[src/rtl/assert_macros.svh]
// Assertion macros used by the checked module of the channel router.
// Each macro expects clk and arst_n in the scope where it is used.
`ifndef ASSERT_MACROS_SVH
`define ASSERT_MACROS_SVH

// Same-cycle implication, disabled while reset is asserted.
`define UMX_ASSERT_IMP(lbl, ante, cons, msg) \
	lbl: assert property (@(posedge clk) disable iff (!arst_n) (ante) |-> (cons)) \
		else $error(msg);

// Next-cycle implication, disabled while reset is asserted.
`define UMX_ASSERT_NXT(lbl, ante, cons, msg) \
	lbl: assert property (@(posedge clk) disable iff (!arst_n) (ante) |=> (cons)) \
		else $error(msg);

`endif

[src/rtl/umx_pkg.sv]
// Package for the upmix, channel remap and gain block.
// Holds widths, word types, the route and gain tables and the index wrap function.
`timescale 1ns / 1ps

package umx_pkg;

	localparam int NumCh    = 6;
	localparam int NumRows  = 4;
	localparam int SampleW  = 16;
	localparam int GainW    = 16;
	localparam int CountW   = 3;
	localparam int SelW     = 2;
	localparam int IdxW     = 3;
	localparam int FracBits = 15;
	localparam int MagW     = SampleW + 1;
	localparam int ProdW    = MagW + GainW;

	typedef logic [IdxW-1:0]      ch_idx_t;
	typedef logic [GainW-1:0]     gain_t;
	typedef logic signed [SampleW-1:0] sample_t;

	// Rows three and zero are the same, so an unused selector falls back to row zero.
	localparam ch_idx_t RouteTab [NumRows][NumCh] = '{
		'{3'd0, 3'd1, 3'd4, 3'd5, 3'd2, 3'd3},
		'{3'd1, 3'd5, 3'd0, 3'd4, 3'd2, 3'd3},
		'{3'd0, 3'd1, 3'd4, 3'd5, 3'd2, 3'd3},
		'{3'd0, 3'd1, 3'd4, 3'd5, 3'd2, 3'd3}
	};

	// Unsigned Q1.15 gains, 32768 is unity.
	localparam gain_t GainTab [NumRows][NumCh] = '{
		'{16'd32768, 16'd32768, 16'd32768, 16'd32768, 16'd32768, 16'd32768},
		'{16'd22938, 16'd32768, 16'd13107, 16'd29491, 16'd13107, 16'd32768},
		'{16'd32768, 16'd29491, 16'd29491, 16'd22938, 16'd13107, 16'd32768},
		'{16'd32768, 16'd32768, 16'd32768, 16'd32768, 16'd32768, 16'd32768}
	};

	typedef struct packed {
		logic [CountW-1:0] channel_count;
		logic [SelW-1:0]   map_select;
		sample_t           in_sample_0;
		sample_t           in_sample_1;
		sample_t           in_sample_2;
		sample_t           in_sample_3;
		sample_t           in_sample_4;
		sample_t           in_sample_5;
		logic              last_frame;
	} frame_word_t;

	typedef struct packed {
		sample_t out_sample_0;
		sample_t out_sample_1;
		sample_t out_sample_2;
		sample_t out_sample_3;
		sample_t out_sample_4;
		sample_t out_sample_5;
		logic    frame_end;
	} result_word_t;

	typedef struct packed {
		logic [MagW-1:0] mag;
		logic            neg;
		gain_t           gain;
	} lane_s1_t;

	typedef struct packed {
		logic s2;
		logic s3;
	} stage_en_t;

	// Upmix wrap: channel k of the six-channel frame copies input channel k mod count.
	// A count of zero acts as one and a count of seven acts as six.
	function automatic ch_idx_t wrap_idx(ch_idx_t k, logic [CountW-1:0] count);
		ch_idx_t c;
		ch_idx_t r;
		if (count == '0) begin
			c = ch_idx_t'(1);
		end else if (count > CountW'(NumCh)) begin
			c = ch_idx_t'(NumCh);
		end else begin
			c = ch_idx_t'(count);
		end
		r = k;
		for (int i = 0; i < NumCh - 1; i++) begin
			if (r >= c) begin
				r = r - c;
			end
		end
		return r;
	endfunction

endpackage

[src/rtl/umx_frame_if.sv]
// Input channel of the channel router: valid, ready and one frame word.
// Depends on umx_pkg for the word type.
`timescale 1ns / 1ps

interface umx_frame_if;
	import umx_pkg::*;

	logic        valid;
	logic        ready;
	frame_word_t data;

	modport source (output valid, output data, input ready);
	modport sink (input valid, input data, output ready);
endinterface

[src/rtl/umx_result_if.sv]
// Output channel of the channel router: valid, ready and one result word.
// Depends on umx_pkg for the word type.
`timescale 1ns / 1ps

interface umx_result_if;
	import umx_pkg::*;

	logic         valid;
	logic         ready;
	result_word_t data;

	modport source (output valid, output data, input ready);
	modport sink (input valid, input data, output ready);
endinterface

[src/rtl/umx_route.sv]
// First pipeline stage: upmix wrap, table route, sample magnitude and gain lookup.
// Depends on umx_pkg for tables, types and the wrap function.
`timescale 1ns / 1ps

module umx_route (
	input  logic                                    clk,
	input  logic                                    en,
	input  umx_pkg::frame_word_t                    frame_word,
	output umx_pkg::lane_s1_t [umx_pkg::NumCh-1:0]  lane_s1
);
	import umx_pkg::*;

	sample_t  src [NumCh];
	lane_s1_t lane_d [NumCh];

	assign src[0] = frame_word.in_sample_0;
	assign src[1] = frame_word.in_sample_1;
	assign src[2] = frame_word.in_sample_2;
	assign src[3] = frame_word.in_sample_3;
	assign src[4] = frame_word.in_sample_4;
	assign src[5] = frame_word.in_sample_5;

	for (genvar j = 0; j < NumCh; j++) begin : g_ch
		ch_idx_t         pick;
		sample_t         smp;
		logic [MagW-1:0] ext;

		always_comb begin
			pick = wrap_idx(RouteTab[frame_word.map_select][j], frame_word.channel_count);
			smp  = src[pick];
			ext  = {smp[SampleW-1], smp};
			lane_d[j].neg  = smp[SampleW-1];
			lane_d[j].mag  = smp[SampleW-1] ? (~ext + 1'b1) : ext;
			lane_d[j].gain = GainTab[frame_word.map_select][j];
		end

		always_ff @(posedge clk) begin
			if (en) begin
				lane_s1[j] <= lane_d[j];
			end
		end
	end
endmodule

[src/rtl/umx_lane.sv]
// Second and third pipeline stages of one channel: Q1.15 multiply, then shift
// and sign restore. Depends on umx_pkg for widths and stage types.
`timescale 1ns / 1ps

module umx_lane (
	input  logic               clk,
	input  umx_pkg::stage_en_t en,
	input  umx_pkg::lane_s1_t  lane_s1,
	output umx_pkg::sample_t   out_sample
);
	import umx_pkg::*;

	logic [ProdW-1:0] prod_s2;
	logic             neg_s2;
	logic [MagW-1:0]  shifted;
	logic [MagW-1:0]  signed_res;
	sample_t          out_s3;

	always_ff @(posedge clk) begin
		if (en.s2) begin
			prod_s2 <= ProdW'(lane_s1.mag) * ProdW'(lane_s1.gain);
			neg_s2  <= lane_s1.neg;
		end
	end

	// Truncation toward zero: shift the magnitude, then restore the sign.
	always_comb begin
		shifted    = prod_s2[FracBits +: MagW];
		signed_res = neg_s2 ? (~shifted + 1'b1) : shifted;
	end

	always_ff @(posedge clk) begin
		if (en.s3) begin
			out_s3 <= signed_res[SampleW-1:0];
		end
	end

	assign out_sample = out_s3;
endmodule

[src/rtl/upmix_channel_remap_gain.sv]
// Six-channel upmix, channel remap and fixed Q1.15 gain. Takes one frame word per
// cycle and returns one result word per cycle while result.ready stays high; the
// three register stages that each frame passes are route and magnitude, the 17 by
// 16 bit multiply, and shift with sign restore. A stalled output holds its word
// while the earlier stages keep filling until all three are full. Depends on
// umx_pkg, umx_frame_if, umx_result_if, umx_route and umx_lane.
`timescale 1ns / 1ps
`include "assert_macros.svh"

module upmix_channel_remap_gain (
	input  logic                clk,
	input  logic                arst_n,
	umx_frame_if.sink           frame,
	umx_result_if.source        result
);
	import umx_pkg::*;

	logic                       valid_s1, valid_s2, valid_s3;
	logic                       last_s1, last_s2, last_s3;
	logic                       adv1, adv2, adv3;
	stage_en_t                  lane_en;
	lane_s1_t [NumCh-1:0]       lane_s1;
	sample_t                    out_smp [NumCh];

	assign adv3 = !valid_s3 || result.ready;
	assign adv2 = !valid_s2 || adv3;
	assign adv1 = !valid_s1 || adv2;

	assign frame.ready = adv1;
	assign lane_en.s2  = adv2;
	assign lane_en.s3  = adv3;

	always_ff @(posedge clk or negedge arst_n) begin
		if (!arst_n) begin
			valid_s1 <= 1'b0;
			valid_s2 <= 1'b0;
			valid_s3 <= 1'b0;
		end else begin
			if (adv1) begin
				valid_s1 <= frame.valid;
			end
			if (adv2) begin
				valid_s2 <= valid_s1;
			end
			if (adv3) begin
				valid_s3 <= valid_s2;
			end
		end
	end

	always_ff @(posedge clk) begin
		if (adv1) begin
			last_s1 <= frame.data.last_frame;
		end
		if (adv2) begin
			last_s2 <= last_s1;
		end
		if (adv3) begin
			last_s3 <= last_s2;
		end
	end

	umx_route u_route (
		.clk        (clk),
		.en         (adv1),
		.frame_word (frame.data),
		.lane_s1    (lane_s1)
	);

	for (genvar j = 0; j < NumCh; j++) begin : g_lane
		umx_lane u_lane (
			.clk        (clk),
			.en         (lane_en),
			.lane_s1    (lane_s1[j]),
			.out_sample (out_smp[j])
		);
	end

	assign result.valid             = valid_s3;
	assign result.data.out_sample_0 = out_smp[0];
	assign result.data.out_sample_1 = out_smp[1];
	assign result.data.out_sample_2 = out_smp[2];
	assign result.data.out_sample_3 = out_smp[3];
	assign result.data.out_sample_4 = out_smp[4];
	assign result.data.out_sample_5 = out_smp[5];
	assign result.data.frame_end    = last_s3;

	`UMX_ASSERT_NXT(a_accept_fills_s1, frame.valid && frame.ready, valid_s1, "accepted word missing from stage one")
	`UMX_ASSERT_NXT(a_stall_keeps_words, valid_s2 && valid_s3 && !result.ready, valid_s2 && valid_s3, "word lost during output stall")
	`UMX_ASSERT_NXT(a_s1_moves_on, valid_s1 && adv2, valid_s2, "stage one word not passed to stage two")
	`UMX_ASSERT_IMP(a_full_blocks_input, valid_s1 && valid_s2 && valid_s3 && !result.ready, !frame.ready, "input taken while pipeline is full")
endmodule

[src/flat_wrapper.sv]
// flat-port wrapper written by rule: the top's interface ports become plain ports
module upmix_channel_remap_gain_flat import umx_pkg::*;
  (clk, arst_n, frame_valid, frame_data, frame_ready, result_valid, result_data, result_ready);
  umx_frame_if frame_i ();
  umx_result_if result_i ();
  input  logic clk;
  input  logic arst_n;
  input wire logic [$bits(frame_i.valid)-1:0] frame_valid;
  input wire logic [$bits(frame_i.data)-1:0] frame_data;
  output wire logic [$bits(frame_i.ready)-1:0] frame_ready;
  output wire logic [$bits(result_i.valid)-1:0] result_valid;
  output wire logic [$bits(result_i.data)-1:0] result_data;
  input wire logic [$bits(result_i.ready)-1:0] result_ready;
  assign frame_i.valid = frame_valid;
  assign frame_i.data = frame_data;
  assign frame_ready = frame_i.ready;
  assign result_valid = result_i.valid;
  assign result_data = result_i.data;
  assign result_i.ready = result_ready;
  upmix_channel_remap_gain u_core (.clk(clk), .arst_n(arst_n), .frame(frame_i), .result(result_i));
endmodule
[config.mk]
export PLATFORM = sky130hd
export DESIGN_NAME = upmix_channel_remap_gain_flat
export DESIGN_NICKNAME = d
export VERILOG_FILES = /design/src/rtl/umx_pkg.sv /design/src/rtl/umx_frame_if.sv /design/src/rtl/umx_result_if.sv /design/src/rtl/umx_route.sv /design/src/rtl/umx_lane.sv /design/src/rtl/upmix_channel_remap_gain.sv /design/src/flat_wrapper.sv
export VERILOG_INCLUDE_DIRS = /design/src /design/src/rtl
export SDC_FILE = /design/constraint.sdc
export NUM_CORES = 2
export LEC_CHECK = 0
export ABC_CLOCK_PERIOD_IN_PS = 10700
export BUFFER_PORTS_ARGS = -buffer_cell sky130_fd_sc_hd__buf_4
export CELL_PAD_IN_SITES_DETAIL_PLACEMENT = 2
export CELL_PAD_IN_SITES_GLOBAL_PLACEMENT = 2
export CORE_ASPECT_RATIO = 0.5
export CORE_MARGIN = 1.5
export CORE_UTILIZATION = 43
export CTS_BUF_LIST = sky130_fd_sc_hd__clkbuf_8 sky130_fd_sc_hd__clkbuf_16
export DETAILED_ROUTE_END_ITERATION = 10
export PLACE_DENSITY_LB_ADDON = 0.2
export SLEW_MARGIN = 20
export SYNTH_ARGS = -nofsm -noshare
export SYNTH_HDL_FRONTEND = slang
export SYNTH_SLANG_ARGS = --single-unit
[constraint.sdc]
create_clock -name clk -period 10.7 [get_ports clk]
set_input_delay 3.21 -clock clk [delete_from_list [all_inputs] [get_ports clk]]
set_output_delay 3.21 -clock clk [all_outputs]
set_load 0.005 [all_outputs]
* Word-level counts from Yosys, hierarchy flattened
Index checks and enable logic that the tools add are counted.
** Storage, ports and cells
- Register bits :: 498
- Latch bits :: 0
- RAM bits :: 0
- ROM bits :: 0
- Input bits :: 106
- Output and inout port bits :: 99
- Logic and storage cells :: 228
- Memories :: 0
** Operators by class
- Add/sub/neg operators :: 42
- Multiply operators :: 6
- Divide/modulo/power cells :: 0
- $lt $le $gt $ge :: 38
- Equality and inequality tests :: 0
- Shift operators :: 0
- Mux-type cells :: 68
- Bitwise logic cells :: 19
- Reductions and logical operators :: 7
** Operators by type and width (number)
- binary-select mux 16 bit (select 3 bit) :: 6
- 2-to-1 mux 16 bit :: 18
- binary-select mux 96 bit (select 2 bit) :: 1
- 2-to-1 mux 96 bit :: 2
- multiplier 17 x 16 -> 31 bit :: 6
- adder 17 x 1 -> 17 bit, second input constant :: 6
- inverter 17 bit :: 6
- adder 16 x 1 -> 16 bit, second input constant :: 6
- 2-to-1 mux 3 bit :: 32
- inverter 16 bit :: 6
- >= comparator 3 bit :: 30
- 2-to-1 mux 15 bit :: 6
- subtractor 3 bit :: 30
- binary-select mux 18 bit (select 2 bit) :: 1
- 2-to-1 mux 18 bit :: 2
- >= comparator 4 bit, second input constant :: 6
- inverter 3 -> 4 bit :: 6
- >= comparator 3 bit, second input constant :: 1
- > comparator 3 bit, second input constant :: 1
- zero test 1 bit :: 3
- zero test 3 bit :: 1
- logical OR 1 bit :: 3
- inverter 2 -> 3 bit :: 1

* Logic depth before layout (Yosys ltp)
- Word-level depth :: 21
- Mapped depth :: 51
- Depth with buffers taken out :: 43

* Hierarchy
From an unflattened synthesis, not the netlist that was laid out.
** Second synthesis, totals
- Cells, all modules :: 8223
- Area total of the unflattened synthesis :: 74622.8 sq um
** Modules (own cells, without submodules)
- umx_lane (u_core.g_lane[0].u_lane ...) :: instances 2, cells each 1096, area each 10012.1 sq um
- umx_route :: instances 1, cells each 1835, area each 15304.7 sq um
- umx_lane (u_core.g_lane[3].u_lane) :: instances 1, cells each 1075, area each 9903.2 sq um
- umx_lane (u_core.g_lane[5].u_lane) :: instances 1, cells each 1043, area each 9800.6 sq um
- umx_lane (u_core.g_lane[4].u_lane) :: instances 1, cells each 1033, area each 9715.6 sq um
- umx_lane (u_core.g_lane[2].u_lane) :: instances 1, cells each 1031, area each 9650.5 sq um
- upmix_channel_remap_gain :: instances 1, cells each 14, area each 224.0 sq um

* Worst setup path after synthesis
OpenSTA, ideal clock, no wires.
- Path type :: input -> register
- Start point :: in frame_data[100]
- End point :: reg, netlist name u_core.u_route.lane_s1[93]
- Library setup time :: 0.264 ns
- Data arrival time :: 13.598 ns
- Slack :: -3.162 ns
- Cell stages on the path :: 42
- Cells stage by stage :: ha_1 o21ai_2 nand2_2 inv_2 clkbuf_1 ha_1 ha_1 or2_2 clkbuf_1 a21oi_1 mux2i_1 inv_1 ha_1 clkbuf_1 inv_1 o31ai_1 mux2_2 ha_1 [6 not listed] nand2b_1 a21o_1 a21oi_1 mux2_2 ha_1 nand2b_1 a21o_1 a21oi_1 mux2_2 nor2_1 buf_2 mux4_2 a21oi_1 ha_1 nand2_1 nor2_1 a31oi_1 xnor2_1
** RTL lines
- start, declared :: line flat_wrapper.sv:9 : input wire logic [$bits(frame_i.data)-1:0] frame_data;

==> impl_metrics.yaml <==
run_status:
  status: "complete, but fails checks"
  violations: "DRC, capacitance limit, slew limit, setup timing"
layout:
  multi_input_area_sq_um: 36000
  regArea_sq_um: 9500
  layout_common_cells: "inv_1, buf_4, ha_1, fa_1, nand2_1"
  layout_commonest_cell: "inv_1"
  drive_gt1_frac: 0.217
  area.growth.synth_to_final_pct: 22.2
  nets: 6884
  fill_cells: 11100
routing:
  wl_per_cell_um: 40.3
  vias: 47500
  dr.pass1.iters: 11
  drcViolationCount: 9
  wirelength_um: 284000
  via_per_inst: 6.74
  drtAntennaViolNets: 0
  drt_iter0_markers: 5156
synth:
  syn_area_per_cell_sq_um: 10.0
  yosys.cell_types.count: 106
  async_flop_share: 0.00946
  synth.ff_latch_count: 317
  seq_area_frac_synth: 0.198
  synth_flop_cell: "edfxtp_1"
  netlist_area_sq_um: 47900
  ys_warn_count: 0
  synth_edf_count: 314
  syn-instance-count: 4786
worst_setup_path:
  worst_path_largest_cell_delay_ns: 0.54
  required_ns: 11.17
  endpoint_kind: "register"
  path_class: "in -> reg"
  critPathSlowestCell: "o21ai_1"
  cp-start-kind: "input pin"
  crit_path_max_fanout: 6
  cp.arrival_ns: 12.51
global_routing:
  track_usage: 0.437
  grt_pass1_vias: 51300
  top_usage_layer: "met2"
  grt_pass1_wl_um: 362000
  grtUsageMet3: 0.105
  use_met1: 0.469
  grt_use_met2: 0.753
  overflow: 0
  antenna_found_initial: 26
  grt_max_degree: 61
die:
  io_pins: 205
  row_count: 86
  start_util: 0.434
  core_area_sq_um: 110000
  dieHeight_um: 239
  dieArea_sq_um: 114000
  fp.dieW_um: 475
timing:
  final.min_clock_period_ns: 12.04
  slew_violations: 6
  rsz0062_at_grt: "yes"
  finalSetupViolations: 64
  period_share: 1.12
  hold_viol: 0
  fin_skew_ns: 0.0552
  relSlewSlack: -0.271
  finalWorstSetupSlack_ns: -1.34
  clock.fmax_mhz: 83.1
  tightest_slew_ns: 1.90
  fin_tns_setup_ns: -48.06
clocking:
  path_clk_slew_ns: 0.08
  cts_tree: "done"
  clk_latency_ns: 0.69
  cts-htree-levels: 2
  cts_num_sinks: 317
  clk_path_buf_depth: 3
  cts_root_buffer: "clkbuf_16"
  cts_buffers: 38
  cts_hold_buf: 0
placement:
  place.gp.congestion: 0.937
  pre_cts_ws_ns: -1.69
  dp_hpwl_um: 160000
  portBuffers: 204
worst_hold_path:
  min_path_type: "reg -> reg"
job:
  maxCapViolCount: 3
-- cell type report --
type                    count  area share
clock inverters            31     0.00515
well taps                1496      0.0320
clock buffers              38      0.0162
repair buffers            792       0.108
multi-input cells        3425       0.616
inverters                 929      0.0598
flip-flops and latches    317       0.162
diodes                     14    0.000598
-- sequential cells by signal (all words and copies together), names as in the netlist --
signal and cells:
u_core.last_s3 1, u_core.g_lane.u_lane.neg_s2 6, u_core.result.valid 1, u_core.g_lane.u_lane.prod_s2 96
u_core.u_route.lane_s1 113, u_core.last_s2 1, u_core.last_s1 1, u_core.valid_s1 1
u_core.g_lane.u_lane.out_sample 96, u_core.valid_s2 1
-- Yosys cell counts (22+ instances only) --
master,instances,share of area
and3_1,29,0.0038
buf_2,29,0.0030
inv_1,924,0.072
edfxtp_1,314,0.20
clkbuf_1,71,0.0056
xor2_1,80,0.015
and2_1,143,0.019
nor2_1,147,0.012
nand3_1,90,0.0094
fa_1,555,0.23
ha_1,720,0.19
mux2i_1,157,0.033
o22ai_1,31,0.0040
o21a_1,25,0.0039
o21ai_0,111,0.012
or3_1,22,0.0029
nand2b_1,34,0.0044
o31ai_1,39,0.0061
a21o_1,47,0.0074
nand2_1,379,0.030
nor3_1,69,0.0072
mux2_2,52,0.012
a21oi_1,133,0.014
a31oi_1,48,0.0063
xnor2_1,194,0.035
-- stage by stage --
step                cell area, sq um  hold slack (ns)  utilization  std cells
finish                         58600            0.440        0.531       7042
global route                   58500            0.442        0.531       7034
CTS                            57500            0.419        0.522       6986
detailed placement             54600            0.409        0.495       6817
global placement               54600            0.404        0.495       6817
floorplan                      48300            0.400            -       4790
-- cell families after synthesis --
logic type / synth area share
adder cells (fa/ha/maj): 0.420
buffers and inverters: 0.0840
AND/OR/NAND/NOR: 0.101
AO/OA/AOI/OAI: 0.0929
flip-flops: 0.198
XOR/XNOR: 0.0501
multiplexers: 0.0539
other: 0.0000783
-- timing repair --
item	CTS	global route
setup buffers	107	49
gates resized for setup	183	131
endpoints found under the setup margin	49	73
hold endpoints to repair	0	0
pin swaps	101	83
gates cloned	2	0
-- critical path, delay by kind of cell --
family | cells | cell delay (ns)
multiplexers | 1 | 0.32
buffers and inverters | 12 | 1.66
AND/OR/NAND/NOR | 11 | 2.04
AO/OA/AOI/OAI | 13 | 3.59
XOR/XNOR | 1 | 0.29
adder cells (fa/ha/maj) | 5 | 1.36
-- layer usage --
| metal | routed length (um) | up-vias |
|---|---|---|
| met5 | 138 | - |
| met1 | 93100 | 23600 |
| met2 | 129000 | 4138 |
| met4 | 33000 | 18 |
| met3 | 28300 | 2177 |
| li1 | - | 17500 |
-- worst paths after layout --
check                                                               start                                       endpoint  slack [ns]  depth (start not counted)
worst max-delay path                                       frame_data[98]           u_core.u_route.lane_s1[30]$_DFFE_PP_       -1.34                         43
worst min-delay path            u_core.u_route.lane_s1[202]$_SDFFCE_PP0P_  u_core.g_lane[5].u_lane.prod_s2[30]$_DFFE_PP_        0.44                          0
min in group asynchronous                                          arst_n                    u_core.valid_s2$_DFFE_PN0P_        2.34                          1
max in group asynchronous                                          arst_n                    u_core.valid_s1$_DFFE_PN0P_        8.25                          1
worst min register to register  u_core.u_route.lane_s1[202]$_SDFFCE_PP0P_  u_core.g_lane[5].u_lane.prod_s2[30]$_DFFE_PP_        0.44                          0
worst max register to register       u_core.u_route.lane_s1[81]$_DFFE_PP_  u_core.g_lane[4].u_lane.prod_s2[30]$_DFFE_PP_       -0.19                         24
Power is left out: the tool's default activity adds up to more than one toggle a clock period on the data nets, which glitch-free logic cannot reach.
